File: src/design/tkbd_pkg.sv
`default_nettype none
// ----------------------------------------------------------------------------
// tkbd_pkg
// Shared widths, constants and types of the touch key baseline detector.
// ----------------------------------------------------------------------------
package tkbd_pkg;

	localparam int CH_W        = 4;
	localparam int SAMPLE_W    = 16;
	localparam int SUM_W       = 24;
	localparam int CALIB_W     = 8;
	localparam int ENABLE_W    = 16;
	localparam int CFG_W       = 16;
	localparam int CFG_IDX_W   = 1;
	localparam int DIV_STEPS   = SUM_W;
	localparam int DIV_CNT_W   = $clog2(DIV_STEPS);

	localparam int CHANNELS_DEF    = 16;
	localparam int SAMPLE_BITS_DEF = 16;

	localparam logic [CFG_IDX_W-1:0] REG_CHANNEL_ENABLE = 1'b0;
	localparam logic [CFG_IDX_W-1:0] REG_CALIB_SCANS    = 1'b1;

	localparam logic [ENABLE_W-1:0] ENABLE_RESET = 16'h00f0;
	localparam logic [CALIB_W-1:0]  CALIB_RESET  = 8'd50;
	localparam logic [SUM_W-1:0]    SUM_MAX      = '1;

	// what the back end does with a request
	typedef enum logic [1:0] {
		OP_PASS,
		OP_ACCUM,
		OP_JUDGE
	} tkbd_op_t;

	typedef struct packed {
		tkbd_op_t              op;
		logic [CH_W-1:0]       channel;
		logic [SAMPLE_W-1:0]   sample;
		logic                  cal;
	} tkbd_entry_t;

	typedef struct packed {
		logic                  start;
		logic [SUM_W-1:0]      dividend;
		logic [CALIB_W-1:0]    divisor;
	} tkbd_div_req_t;

	typedef struct packed {
		logic                  done;
		logic [SUM_W-1:0]      quotient;
	} tkbd_div_rsp_t;

endpackage
`default_nettype wire

File: src/design/tkbd_in_if.sv
`default_nettype none
// ----------------------------------------------------------------------------
// tkbd_in_if
// Sample channel: one touch-scan sample per request.
// ----------------------------------------------------------------------------
interface tkbd_in_if;
	logic        valid;
	logic        ready;
	logic [3:0]  channel;
	logic [15:0] sample;
	logic        end_of_scan;

	modport source (output valid, output channel, output sample, output end_of_scan,
		input ready);
	modport sink (input valid, input channel, input sample, input end_of_scan,
		output ready);
endinterface
`default_nettype wire

File: src/design/tkbd_out_if.sv
`default_nettype none
// ----------------------------------------------------------------------------
// tkbd_out_if
// Result channel: one judgement per sample.
// ----------------------------------------------------------------------------
interface tkbd_out_if;
	logic       valid;
	logic       ready;
	logic [3:0] result_channel;
	logic       touched;
	logic       calibrating;

	modport source (output valid, output result_channel, output touched,
		output calibrating, input ready);
	modport sink (input valid, input result_channel, input touched,
		input calibrating, output ready);
endinterface
`default_nettype wire

File: src/design/tkbd_front.sv
`default_nettype none
// ----------------------------------------------------------------------------
// tkbd_front
// Accepts samples, tracks the calibration phase and classifies each request.
// ----------------------------------------------------------------------------
module tkbd_front #(
	parameter int CHANNELS    = tkbd_pkg::CHANNELS_DEF,
	parameter int SAMPLE_BITS = tkbd_pkg::SAMPLE_BITS_DEF
) (
	input  wire logic                              clk,
	input  wire logic                              arst_n,
	tkbd_in_if.sink                                sample_ch,
	input  wire logic [tkbd_pkg::ENABLE_W-1:0]     channel_enable,
	input  wire logic [tkbd_pkg::CALIB_W-1:0]      calib_scans,
	input  wire logic                              push_ready,
	output logic                                   push_valid,
	output tkbd_pkg::tkbd_entry_t                  push_entry
);
	import tkbd_pkg::*;

	localparam int SAMPLE_KEEP = (SAMPLE_BITS < SAMPLE_W) ? SAMPLE_BITS : SAMPLE_W;
	localparam logic [SAMPLE_W-1:0] SAMPLE_MASK =
		SAMPLE_W'((33'd1 << SAMPLE_KEEP) - 33'd1);

	logic [CALIB_W-1:0] scans_done_q;
	logic               detect_phase_q;
	logic [CALIB_W-1:0] scans_next;
	logic               ch_on;
	logic               cal;
	logic               accept;

	assign sample_ch.ready = push_ready;
	assign push_valid      = sample_ch.valid;
	assign accept          = sample_ch.valid && push_ready;

	assign cal        = !detect_phase_q;
	assign ch_on      = ({1'b0, sample_ch.channel} < (CH_W + 1)'(CHANNELS))
		&& channel_enable[sample_ch.channel];
	assign scans_next = scans_done_q + CALIB_W'(1);

	always_comb begin
		push_entry.channel = sample_ch.channel;
		push_entry.sample  = sample_ch.sample & SAMPLE_MASK;
		push_entry.cal     = cal;
		priority if (!ch_on) begin
			push_entry.op = OP_PASS;
		end else if (cal) begin
			push_entry.op = OP_ACCUM;
		end else begin
			push_entry.op = OP_JUDGE;
		end
	end

	always_ff @(posedge clk or negedge arst_n) begin
		if (!arst_n) begin
			scans_done_q   <= '0;
			detect_phase_q <= 1'b0;
		end else if (accept && cal && sample_ch.end_of_scan) begin
			scans_done_q <= scans_next;
			// a zero register value also ends calibration after one scan
			if (scans_next >= calib_scans) begin
				detect_phase_q <= 1'b1;
			end
		end
	end

endmodule
`default_nettype wire

File: src/design/tkbd_queue.sv
`default_nettype none
// ----------------------------------------------------------------------------
// tkbd_queue
// Two-entry request queue between the front and the back end.
// ----------------------------------------------------------------------------
module tkbd_queue (
	input  wire logic                  clk,
	input  wire logic                  arst_n,
	input  wire logic                  push_valid,
	input  wire tkbd_pkg::tkbd_entry_t push_entry,
	output logic                       push_ready,
	input  wire logic                  pop,
	output logic                       pop_valid,
	output tkbd_pkg::tkbd_entry_t      pop_entry
);
	import tkbd_pkg::*;

	localparam int DEPTH = 2;

	tkbd_entry_t entries_q [DEPTH];
	logic        wr_ptr_q;
	logic        rd_ptr_q;
	logic [1:0]  count_q;
	logic        do_push;
	logic        do_pop;

	assign push_ready = (count_q != 2'(DEPTH));
	assign pop_valid  = (count_q != 2'd0);
	assign pop_entry  = entries_q[rd_ptr_q];
	assign do_push    = push_valid && push_ready;
	assign do_pop     = pop && pop_valid;

	always_ff @(posedge clk) begin
		if (do_push) begin
			entries_q[wr_ptr_q] <= push_entry;
		end
	end

	always_ff @(posedge clk or negedge arst_n) begin
		if (!arst_n) begin
			wr_ptr_q <= 1'b0;
			rd_ptr_q <= 1'b0;
			count_q  <= '0;
		end else begin
			if (do_push) begin
				wr_ptr_q <= !wr_ptr_q;
			end
			if (do_pop) begin
				rd_ptr_q <= !rd_ptr_q;
			end
			unique case ({do_push, do_pop})
				2'b10:   count_q <= count_q + 2'd1;
				2'b01:   count_q <= count_q - 2'd1;
				default: count_q <= count_q;
			endcase
		end
	end

endmodule
`default_nettype wire

File: src/design/tkbd_div.sv
`default_nettype none
// ----------------------------------------------------------------------------
// tkbd_div
// Restoring divider, one quotient bit per cycle, for the channel baseline.
// ----------------------------------------------------------------------------
module tkbd_div (
	input  wire logic                   clk,
	input  wire logic                   arst_n,
	input  wire tkbd_pkg::tkbd_div_req_t req,
	output tkbd_pkg::tkbd_div_rsp_t     rsp
);
	import tkbd_pkg::*;

	logic [CALIB_W-1:0]   rem_q;
	logic [SUM_W-1:0]     quo_q;
	logic [CALIB_W-1:0]   div_q;
	logic [DIV_CNT_W-1:0] cnt_q;
	logic                 busy_q;
	logic                 done_q;
	logic [CALIB_W:0]     shifted;
	logic [CALIB_W:0]     diff;
	logic                 fits;

	assign shifted = {rem_q, quo_q[SUM_W-1]};
	assign diff    = shifted - {1'b0, div_q};
	assign fits    = (shifted >= {1'b0, div_q});

	assign rsp.done     = done_q;
	assign rsp.quotient = quo_q;

	always_ff @(posedge clk or negedge arst_n) begin
		if (!arst_n) begin
			rem_q  <= '0;
			quo_q  <= '0;
			div_q  <= CALIB_W'(1);
			cnt_q  <= '0;
			busy_q <= 1'b0;
			done_q <= 1'b0;
		end else begin
			done_q <= !req.start && busy_q && (cnt_q == DIV_CNT_W'(DIV_STEPS - 1));
			if (req.start) begin
				rem_q  <= '0;
				quo_q  <= req.dividend;
				// zero count divides by one
				div_q  <= (req.divisor == '0) ? CALIB_W'(1) : req.divisor;
				cnt_q  <= '0;
				busy_q <= 1'b1;
			end else if (busy_q) begin
				// remainder stays below the divisor, so it fits the narrow register
				rem_q <= fits ? diff[CALIB_W-1:0] : shifted[CALIB_W-1:0];
				quo_q <= {quo_q[SUM_W-2:0], fits};
				cnt_q <= cnt_q + DIV_CNT_W'(1);
				if (cnt_q == DIV_CNT_W'(DIV_STEPS - 1)) begin
					busy_q <= 1'b0;
				end
			end
		end
	end

endmodule
`default_nettype wire

File: src/design/tkbd_back.sv
`default_nettype none
// ----------------------------------------------------------------------------
// tkbd_back
// Executes requests: sum accumulation, baseline divide, window compare.
// ----------------------------------------------------------------------------
module tkbd_back #(
	parameter int CHANNELS = tkbd_pkg::CHANNELS_DEF
) (
	input  wire logic                          clk,
	input  wire logic                          arst_n,
	input  wire logic [tkbd_pkg::CALIB_W-1:0]  calib_scans,
	input  wire logic                          pop_valid,
	input  wire tkbd_pkg::tkbd_entry_t         pop_entry,
	output logic                               pop,
	tkbd_out_if.source                         result_ch
);
	import tkbd_pkg::*;

	localparam int CH_IDX_W = (CHANNELS > 1) ? $clog2(CHANNELS) : 1;
	localparam int PROD_W   = SUM_W + 3;

	typedef enum logic [1:0] {
		ST_IDLE,
		ST_EXEC,
		ST_DIV,
		ST_RESULT
	} state_t;

	state_t             state_q;
	tkbd_entry_t        ent_q;
	logic               touched_q;
	logic [SUM_W-1:0]   sums_q [CHANNELS];
	logic               out_valid_q;
	logic [CH_W-1:0]    out_channel_q;
	logic               out_touched_q;
	logic               out_cal_q;

	tkbd_div_req_t      div_req;
	tkbd_div_rsp_t      div_rsp;

	logic [CH_IDX_W-1:0] idx;
	logic [SUM_W:0]      sum_add;
	logic [SUM_W-1:0]    sum_sat;
	logic [PROD_W-1:0]   s10;
	logic [PROD_W-1:0]   base_ext;
	logic [PROD_W-1:0]   base6;
	logic                in_window;
	logic                out_free;

	assign idx     = ent_q.channel[CH_IDX_W-1:0];
	assign sum_add = {1'b0, sums_q[idx]} + (SUM_W + 1)'(ent_q.sample);
	assign sum_sat = sum_add[SUM_W] ? SUM_MAX : sum_add[SUM_W-1:0];

	// 10*s and 6*base by shift and add
	assign s10      = (PROD_W'(ent_q.sample) << 3) + (PROD_W'(ent_q.sample) << 1);
	assign base_ext = PROD_W'(div_rsp.quotient);
	assign base6    = (base_ext << 2) + (base_ext << 1);
	assign in_window = (s10 < base6) && (s10 > base_ext);

	assign div_req.start    = (state_q == ST_EXEC) && (ent_q.op == OP_JUDGE);
	assign div_req.dividend = sums_q[idx];
	assign div_req.divisor  = calib_scans;

	tkbd_div u_div (
		.clk    (clk),
		.arst_n (arst_n),
		.req    (div_req),
		.rsp    (div_rsp)
	);

	assign pop      = (state_q == ST_IDLE) && pop_valid;
	assign out_free = !out_valid_q || result_ch.ready;

	assign result_ch.valid          = out_valid_q;
	assign result_ch.result_channel = out_channel_q;
	assign result_ch.touched        = out_touched_q;
	assign result_ch.calibrating    = out_cal_q;

	always_ff @(posedge clk or negedge arst_n) begin
		if (!arst_n) begin
			state_q       <= ST_IDLE;
			ent_q         <= '0;
			touched_q     <= 1'b0;
			out_valid_q   <= 1'b0;
			out_channel_q <= '0;
			out_touched_q <= 1'b0;
			out_cal_q     <= 1'b0;
			for (int i = 0; i < CHANNELS; i++) begin
				sums_q[i] <= '0;
			end
		end else begin
			// the result state reloads the output register itself
			if (out_valid_q && result_ch.ready && (state_q != ST_RESULT)) begin
				out_valid_q <= 1'b0;
			end
			unique case (state_q)
				ST_IDLE: begin
					if (pop_valid) begin
						ent_q   <= pop_entry;
						state_q <= ST_EXEC;
					end
				end
				ST_EXEC: begin
					touched_q <= 1'b0;
					unique case (ent_q.op)
						OP_ACCUM: begin
							sums_q[idx] <= sum_sat;
							state_q     <= ST_RESULT;
						end
						OP_JUDGE: state_q <= ST_DIV;
						default:  state_q <= ST_RESULT;
					endcase
				end
				ST_DIV: begin
					if (div_rsp.done) begin
						touched_q <= in_window;
						state_q   <= ST_RESULT;
					end
				end
				ST_RESULT: begin
					if (out_free) begin
						out_valid_q   <= 1'b1;
						out_channel_q <= ent_q.channel;
						out_touched_q <= touched_q;
						out_cal_q     <= ent_q.cal;
						state_q       <= ST_IDLE;
					end
				end
				default: state_q <= ST_IDLE;
			endcase
		end
	end

endmodule
`default_nettype wire

File: src/design/touch_key_baseline_detector.sv
`default_nettype none
// ----------------------------------------------------------------------------
// touch_key_baseline_detector
// Capacitive touch detection against a calibrated per-channel baseline.
// ----------------------------------------------------------------------------
// Every sample request yields one result, in order. For the first calib_scans
// scans the sums of enabled channels are accumulated and results report
// calibrating; after that a sample of an enabled channel is touched when
// 10*sample lies below 6*baseline and above baseline, baseline being the
// channel sum divided by calib_scans. A calibration or disabled-channel sample
// passes the back end's idle, execute and result states; a detection sample
// adds the divide state, where the divider forms the baseline one quotient bit
// per cycle over the 24-bit sum. A two-entry queue keeps the front accepting
// samples while the back end divides or a result sits in the output register.
// ----------------------------------------------------------------------------
module touch_key_baseline_detector #(
	parameter int CHANNELS    = tkbd_pkg::CHANNELS_DEF,
	parameter int SAMPLE_BITS = tkbd_pkg::SAMPLE_BITS_DEF
) (
	input  wire logic                               clk,
	input  wire logic                               arst_n,
	tkbd_in_if.sink                                 sample_ch,
	tkbd_out_if.source                              result_ch,
	input  wire logic                               cfg_we,
	input  wire logic [tkbd_pkg::CFG_IDX_W-1:0]     cfg_index,
	input  wire logic [tkbd_pkg::CFG_W-1:0]         cfg_wdata
);
	import tkbd_pkg::*;

	logic [ENABLE_W-1:0] channel_enable_q;
	logic [CALIB_W-1:0]  calib_scans_q;

	logic                push_valid;
	logic                push_ready;
	tkbd_entry_t         push_entry;
	logic                pop;
	logic                pop_valid;
	tkbd_entry_t         pop_entry;

	always_ff @(posedge clk or negedge arst_n) begin
		if (!arst_n) begin
			channel_enable_q <= ENABLE_RESET;
			calib_scans_q    <= CALIB_RESET;
		end else if (cfg_we) begin
			unique case (cfg_index)
				REG_CHANNEL_ENABLE: channel_enable_q <= cfg_wdata[ENABLE_W-1:0];
				REG_CALIB_SCANS:    calib_scans_q    <= cfg_wdata[CALIB_W-1:0];
				default:            calib_scans_q    <= calib_scans_q;
			endcase
		end
	end

	tkbd_front #(
		.CHANNELS    (CHANNELS),
		.SAMPLE_BITS (SAMPLE_BITS)
	) u_front (
		.clk            (clk),
		.arst_n         (arst_n),
		.sample_ch      (sample_ch),
		.channel_enable (channel_enable_q),
		.calib_scans    (calib_scans_q),
		.push_ready     (push_ready),
		.push_valid     (push_valid),
		.push_entry     (push_entry)
	);

	tkbd_queue u_queue (
		.clk        (clk),
		.arst_n     (arst_n),
		.push_valid (push_valid),
		.push_entry (push_entry),
		.push_ready (push_ready),
		.pop        (pop),
		.pop_valid  (pop_valid),
		.pop_entry  (pop_entry)
	);

	tkbd_back #(
		.CHANNELS (CHANNELS)
	) u_back (
		.clk         (clk),
		.arst_n      (arst_n),
		.calib_scans (calib_scans_q),
		.pop_valid   (pop_valid),
		.pop_entry   (pop_entry),
		.pop         (pop),
		.result_ch   (result_ch)
	);

endmodule
`default_nettype wire

File: src/flat_wrapper.sv
// flat-port wrapper written by rule: the top's interface ports become plain ports
module touch_key_baseline_detector_flat import tkbd_pkg::*;
#(
	parameter int CHANNELS    = tkbd_pkg::CHANNELS_DEF,
	parameter int SAMPLE_BITS = tkbd_pkg::SAMPLE_BITS_DEF
)
  (clk, arst_n, cfg_we, cfg_index, cfg_wdata, sample_ch_valid, sample_ch_channel, sample_ch_sample, sample_ch_end_of_scan, sample_ch_ready, result_ch_valid, result_ch_result_channel, result_ch_touched, result_ch_calibrating, result_ch_ready);
  tkbd_in_if sample_ch_i ();
  tkbd_out_if result_ch_i ();
  input  wire logic clk;
  input  wire logic arst_n;
  input  wire logic cfg_we;
  input  wire logic [tkbd_pkg::CFG_IDX_W-1:0] cfg_index;
  input  wire logic [tkbd_pkg::CFG_W-1:0] cfg_wdata;
  input wire logic [$bits(sample_ch_i.valid)-1:0] sample_ch_valid;
  input wire logic [$bits(sample_ch_i.channel)-1:0] sample_ch_channel;
  input wire logic [$bits(sample_ch_i.sample)-1:0] sample_ch_sample;
  input wire logic [$bits(sample_ch_i.end_of_scan)-1:0] sample_ch_end_of_scan;
  output wire logic [$bits(sample_ch_i.ready)-1:0] sample_ch_ready;
  output wire logic [$bits(result_ch_i.valid)-1:0] result_ch_valid;
  output wire logic [$bits(result_ch_i.result_channel)-1:0] result_ch_result_channel;
  output wire logic [$bits(result_ch_i.touched)-1:0] result_ch_touched;
  output wire logic [$bits(result_ch_i.calibrating)-1:0] result_ch_calibrating;
  input wire logic [$bits(result_ch_i.ready)-1:0] result_ch_ready;
  assign sample_ch_i.valid = sample_ch_valid;
  assign sample_ch_i.channel = sample_ch_channel;
  assign sample_ch_i.sample = sample_ch_sample;
  assign sample_ch_i.end_of_scan = sample_ch_end_of_scan;
  assign sample_ch_ready = sample_ch_i.ready;
  assign result_ch_valid = result_ch_i.valid;
  assign result_ch_result_channel = result_ch_i.result_channel;
  assign result_ch_touched = result_ch_i.touched;
  assign result_ch_calibrating = result_ch_i.calibrating;
  assign result_ch_i.ready = result_ch_ready;
  touch_key_baseline_detector #(.CHANNELS(CHANNELS), .SAMPLE_BITS(SAMPLE_BITS)) u_core (.clk(clk), .arst_n(arst_n), .sample_ch(sample_ch_i), .result_ch(result_ch_i), .cfg_we(cfg_we), .cfg_index(cfg_index), .cfg_wdata(cfg_wdata));
endmodule
File: config.mk
export PLATFORM = sky130hd
export DESIGN_NAME = touch_key_baseline_detector_flat
export DESIGN_NICKNAME = d
export VERILOG_FILES = /design/src/design/tkbd_pkg.sv /design/src/design/tkbd_in_if.sv /design/src/design/tkbd_out_if.sv /design/src/design/tkbd_front.sv /design/src/design/tkbd_queue.sv /design/src/design/tkbd_div.sv /design/src/design/tkbd_back.sv /design/src/design/touch_key_baseline_detector.sv /design/src/flat_wrapper.sv
export SDC_FILE = /design/constraint.sdc
export NUM_CORES = 1
export LEC_CHECK = 0
export ABC_AREA = 1
export BUFFER_PORTS_ARGS = -buffer_cell sky130_fd_sc_hd__buf_2
export CORE_UTILIZATION = 45
export DETAILED_ROUTE_END_ITERATION = 8
export GPL_TIMING_DRIVEN = 0
export PLACE_DENSITY = 0.58
export SLEW_MARGIN = 10
export SYNTH_ARGS = -nofsm -noshare
export SYNTH_HDL_FRONTEND = slang
export SYNTH_SLANG_ARGS = --single-unit
File: constraint.sdc
create_clock -name clk -period 12.4 [get_ports clk]
set_input_delay 1.86 -clock clk [delete_from_list [all_inputs] [get_ports clk]]
set_output_delay 1.86 -clock clk [all_outputs]
set_load 0.02 [all_outputs]
==> reports/metrics.csv <==
metric,value,unit
outcome,completed,
fin_util,51.6,%
routed_wl,86.8,mm
start_util,45.8,%
clock_path_buffers,3,
h-tree-depth,2,
nets,3822,
end_kind,flop,
required,12930,ps
critPathKind,reg -> reg,
ant_nets,0,
worstRegToRegCells,23,
layout.cells.non_filler,4546,
layout.cells.most_common_list,"nand2_1 (1136), dfrtp_1 (493), inv_1 (440), o21ai_0 (361), nor2_1 (143)",
gr-total-overflow,0,
fillCellCount,6112,
syn_avg_cell_area,8.04,um^2
arrival,7270,ps
wire_per_inst,19.1,um
synth_edf_count,46,
synth-seq-cells,547,
grt_max_degree,106,
r2r_slack,5650,ps
cts_resized,0,
period_share,54.4,%
drc,0,
power_density,120,nW/um^2
worst_r2r_startpoint,u_core.u_back.idx[1],
period_minus_slack,6750,ps
skew,16.3,ps
finalSetupViolations,0,
drive_gt1_share,6.50,%
yosysWarnings,0,
start_kind,flop,
hold_violations,0,
synth.area.top_cells,"dfrtp_1 (43%), nand2_1 (15%), o21ai_0 (6.3%)",
cts_made_buffers,59,
synth_nets,3706,
grt_usage,27.4,%
mostFrequentLayoutCell,nand2_1,
ys_async_sr_fraction,91.6,%
ios,51,
n_antenna_cell,0,
crit_top_cell,nand2_1,
gp_congestion,0.895,
via_count,24300,
drt-initial-drc-count,1947,
ys.flop_type,dfrtp_1,
cts_root_buffer,clkbuf_16,
die_h,254,um
seq_area_frac_synth,48.9,%
grt_pass1_vias,23100,
hold_path.class,reg -> reg,
synth_cell_types,53,
grt_pass1_wl,136,mm
synth_top_cell_area_share,43.3,%
p_int,3.01,mW
clk_pin_slew,60,ps
worstPathMaxFanout,10,
worstPathCellList,inv_2 > nor2_2 > buf_2 > clkinv_1 > clkbuf_1 > o22ai_1 > o21ai_0 > nand4_1 > ha_1 > inv_1 > fa_1 > inv_1 > nand3_1 > nand2_1 > a21boi_0 > o21ai_0 > a21oi_1 > nor2_2 > nand2_2 > nand3_1 > buf_2 > nand2_1 > nand2_1,
swShare,21.8,%
post_cts.repair.setup_buffers,0,
tightest_slew,918,ps
rsz0062_at_grt,no,
synthToLayoutAreaGrowth,12.7,%
rows,91,
cp_slowest_cell,clkbuf_1,
die_w,254,um
clk_latency,640,ps
cts_tree,yes,
vias_per_cell,5.34,
port-buffer-count,50,
power_frac_clock,50.6,%
drt_pass1_iterations,5,
max_stage_delay,670,ps
crit_start,u_core.u_back.idx[1],
crit_end,u_core.u_back.sums_q[383],
antenna_found_initial,3,
dieArea,64300,um^2
coreArea,62200,um^2
power_frac_comb,1.9,%
drv_cap,0,
dp_cells,4434,
cts.sinks,547,
clock.fmax,148,MHz
reg2reg_to,u_core.u_back.sums_q[383],
dp_hpwl,63.6,mm
hold_buffers,0,
vdd_drop_max,0.119,mV
p_seq_share,47.5,%
synth_top_cell_by_area,dfrtp_1,
relSlewSlack,38.8,%
synthesis.area,28500,um^2
synthCells,3542,
power_leakage,15.3,nW
p_sw,836,uW
slew_viol_final,0,
==> per-stage QoR <==
stage	worst slack [ps]	hold WS [ps]	TNS [ps]	power (mW)	instance area, um^2
floorplan	8420	445	0	1.88	28500
finish	5650	479	0	3.84	32100
global route	5420	497	0	3.95	32100
detailed placement	5850	465	0	1.94	29900
CTS	5800	482	0	3.87	32100
global placement	-1330	462	-626740	1.93	29800
==> power groups by stage <==
stage	combinational, mW	sequential (mW)	clock, mW
after floorplan	0.0228	1.86	0
after global placement	0.0705	1.86	0
after detailed placement	0.0769	1.86	0
after CTS	0.0769	1.83	1.97
after global routing	0.0864	1.83	2.04
final	0.0740	1.83	1.94
==> cell usage after synthesis (all sizes together), types with 25 or more instances <==
cell type	instances
a21oi	104
a31oi	41
buf	53
clkbuf	109
dfrtp	493
edfxtp	46
ha	117
inv	444
nand2	1150
nand3	51
nand4	48
nor2	148
o21ai	407
o221ai	25
o22ai	122
xor2	38
==> kinds of logic (layout without fill, tap and decap cells) <==
| logic type | after synthesis | in the layout | share of synthesized area, % |
|---|---|---|---|
| flip-flops | 547 | 547 | 48.9 |
| XOR/XNOR | 57 | 57 | 1.75 |
| buffers and inverters | 624 | 791 | 8.62 |
| adder cells (fa/ha/maj) | 121 | 121 | 5.42 |
| AND/OR/NAND/NOR | 1429 | 1429 | 20.0 |
| multiplexers | 15 | 15 | 0.576 |
| AO/OA/AOI/OAI | 749 | 749 | 14.7 |
==> worst min path at each step <==
| stage | startpoint | to | slack, ps | cells past startpoint |
|---|---|---|---|---|
| after floorplan | u_core.u_back.touched_q | u_core.u_back.touched_q | 450 | 2 |
| after global placement | u_core.u_back.sums_q[91] | u_core.u_back.sums_q[91] | 460 | 2 |
| after detailed placement | u_core.u_back.sums_q[357] | u_core.u_back.sums_q[357] | 470 | 2 |
| after CTS | u_core.u_back.sums_q[357] | u_core.u_back.sums_q[357] | 480 | 2 |
| after global routing | u_core.u_back.sums_q[335] | u_core.u_back.sums_q[335] | 500 | 2 |
| final | u_core.u_back.sums_q[45] | u_core.u_back.sums_q[45] | 480 | 2 |
==> critical path, delay by kind of cell (launching register included) <==
kind	cells	cell delay, ps
AOI/OAI and AO/OA	5	1950
adders and majority gates	2	540
buffers and inverters	7	1870
DFF	1	490
and+or+nand+nor	9	1750
==> area by class of cell <==
type / instances / area (um^2) / share of cell area [%]
Buffer: 162 / 719 / 2.24
Clock buffer: 84 / 1740 / 5.43
Clock inverter: 28 / 413 / 1.29
Inverter: 462 / 1730 / 5.40
Multi-Input combinational cell: 2371 / 12100 / 37.7
Sequential cell: 547 / 13900 / 43.4
Tap cell: 837 / 1050 / 3.26
Timing Repair Buffer: 55 / 398 / 1.24
==> flip-flops by register name, summed over array words and instances, names as in the netlist, 2 cells and up <==
signal and cells:
u_core.u_back.ent_q 19, u_core.u_back.idx 4, u_core.u_back.u_div.div_q 8, u_core.u_queue.count_q 2
u_core.u_back.result_ch.result_channel 4, u_core.u_front.scans_done_q 8, u_core.u_back.u_div.quo_q 24, u_core.u_back.u_div.rem_q 8
u_core.u_back.u_div.cnt_q 5, u_core.u_back.sums_q 384, u_core.channel_enable_q 16, u_core.calib_scans_q 8
u_core.u_queue.entries_q 46, u_core.u_back.state_q 2
==> routing by layer <==
layer	vias up	wire length [um]	share of wire [%]	global-route usage, %
li1	11800	-	-	-
met1	11700	41700	48	41.0
met2	688	37800	44	41.6
met3	128	4890	5.6	2.97
met4	4	2330	2.7	8.09
met5	-	22	0.025	0
No activity file was read; power rests on OpenSTA's default activity.
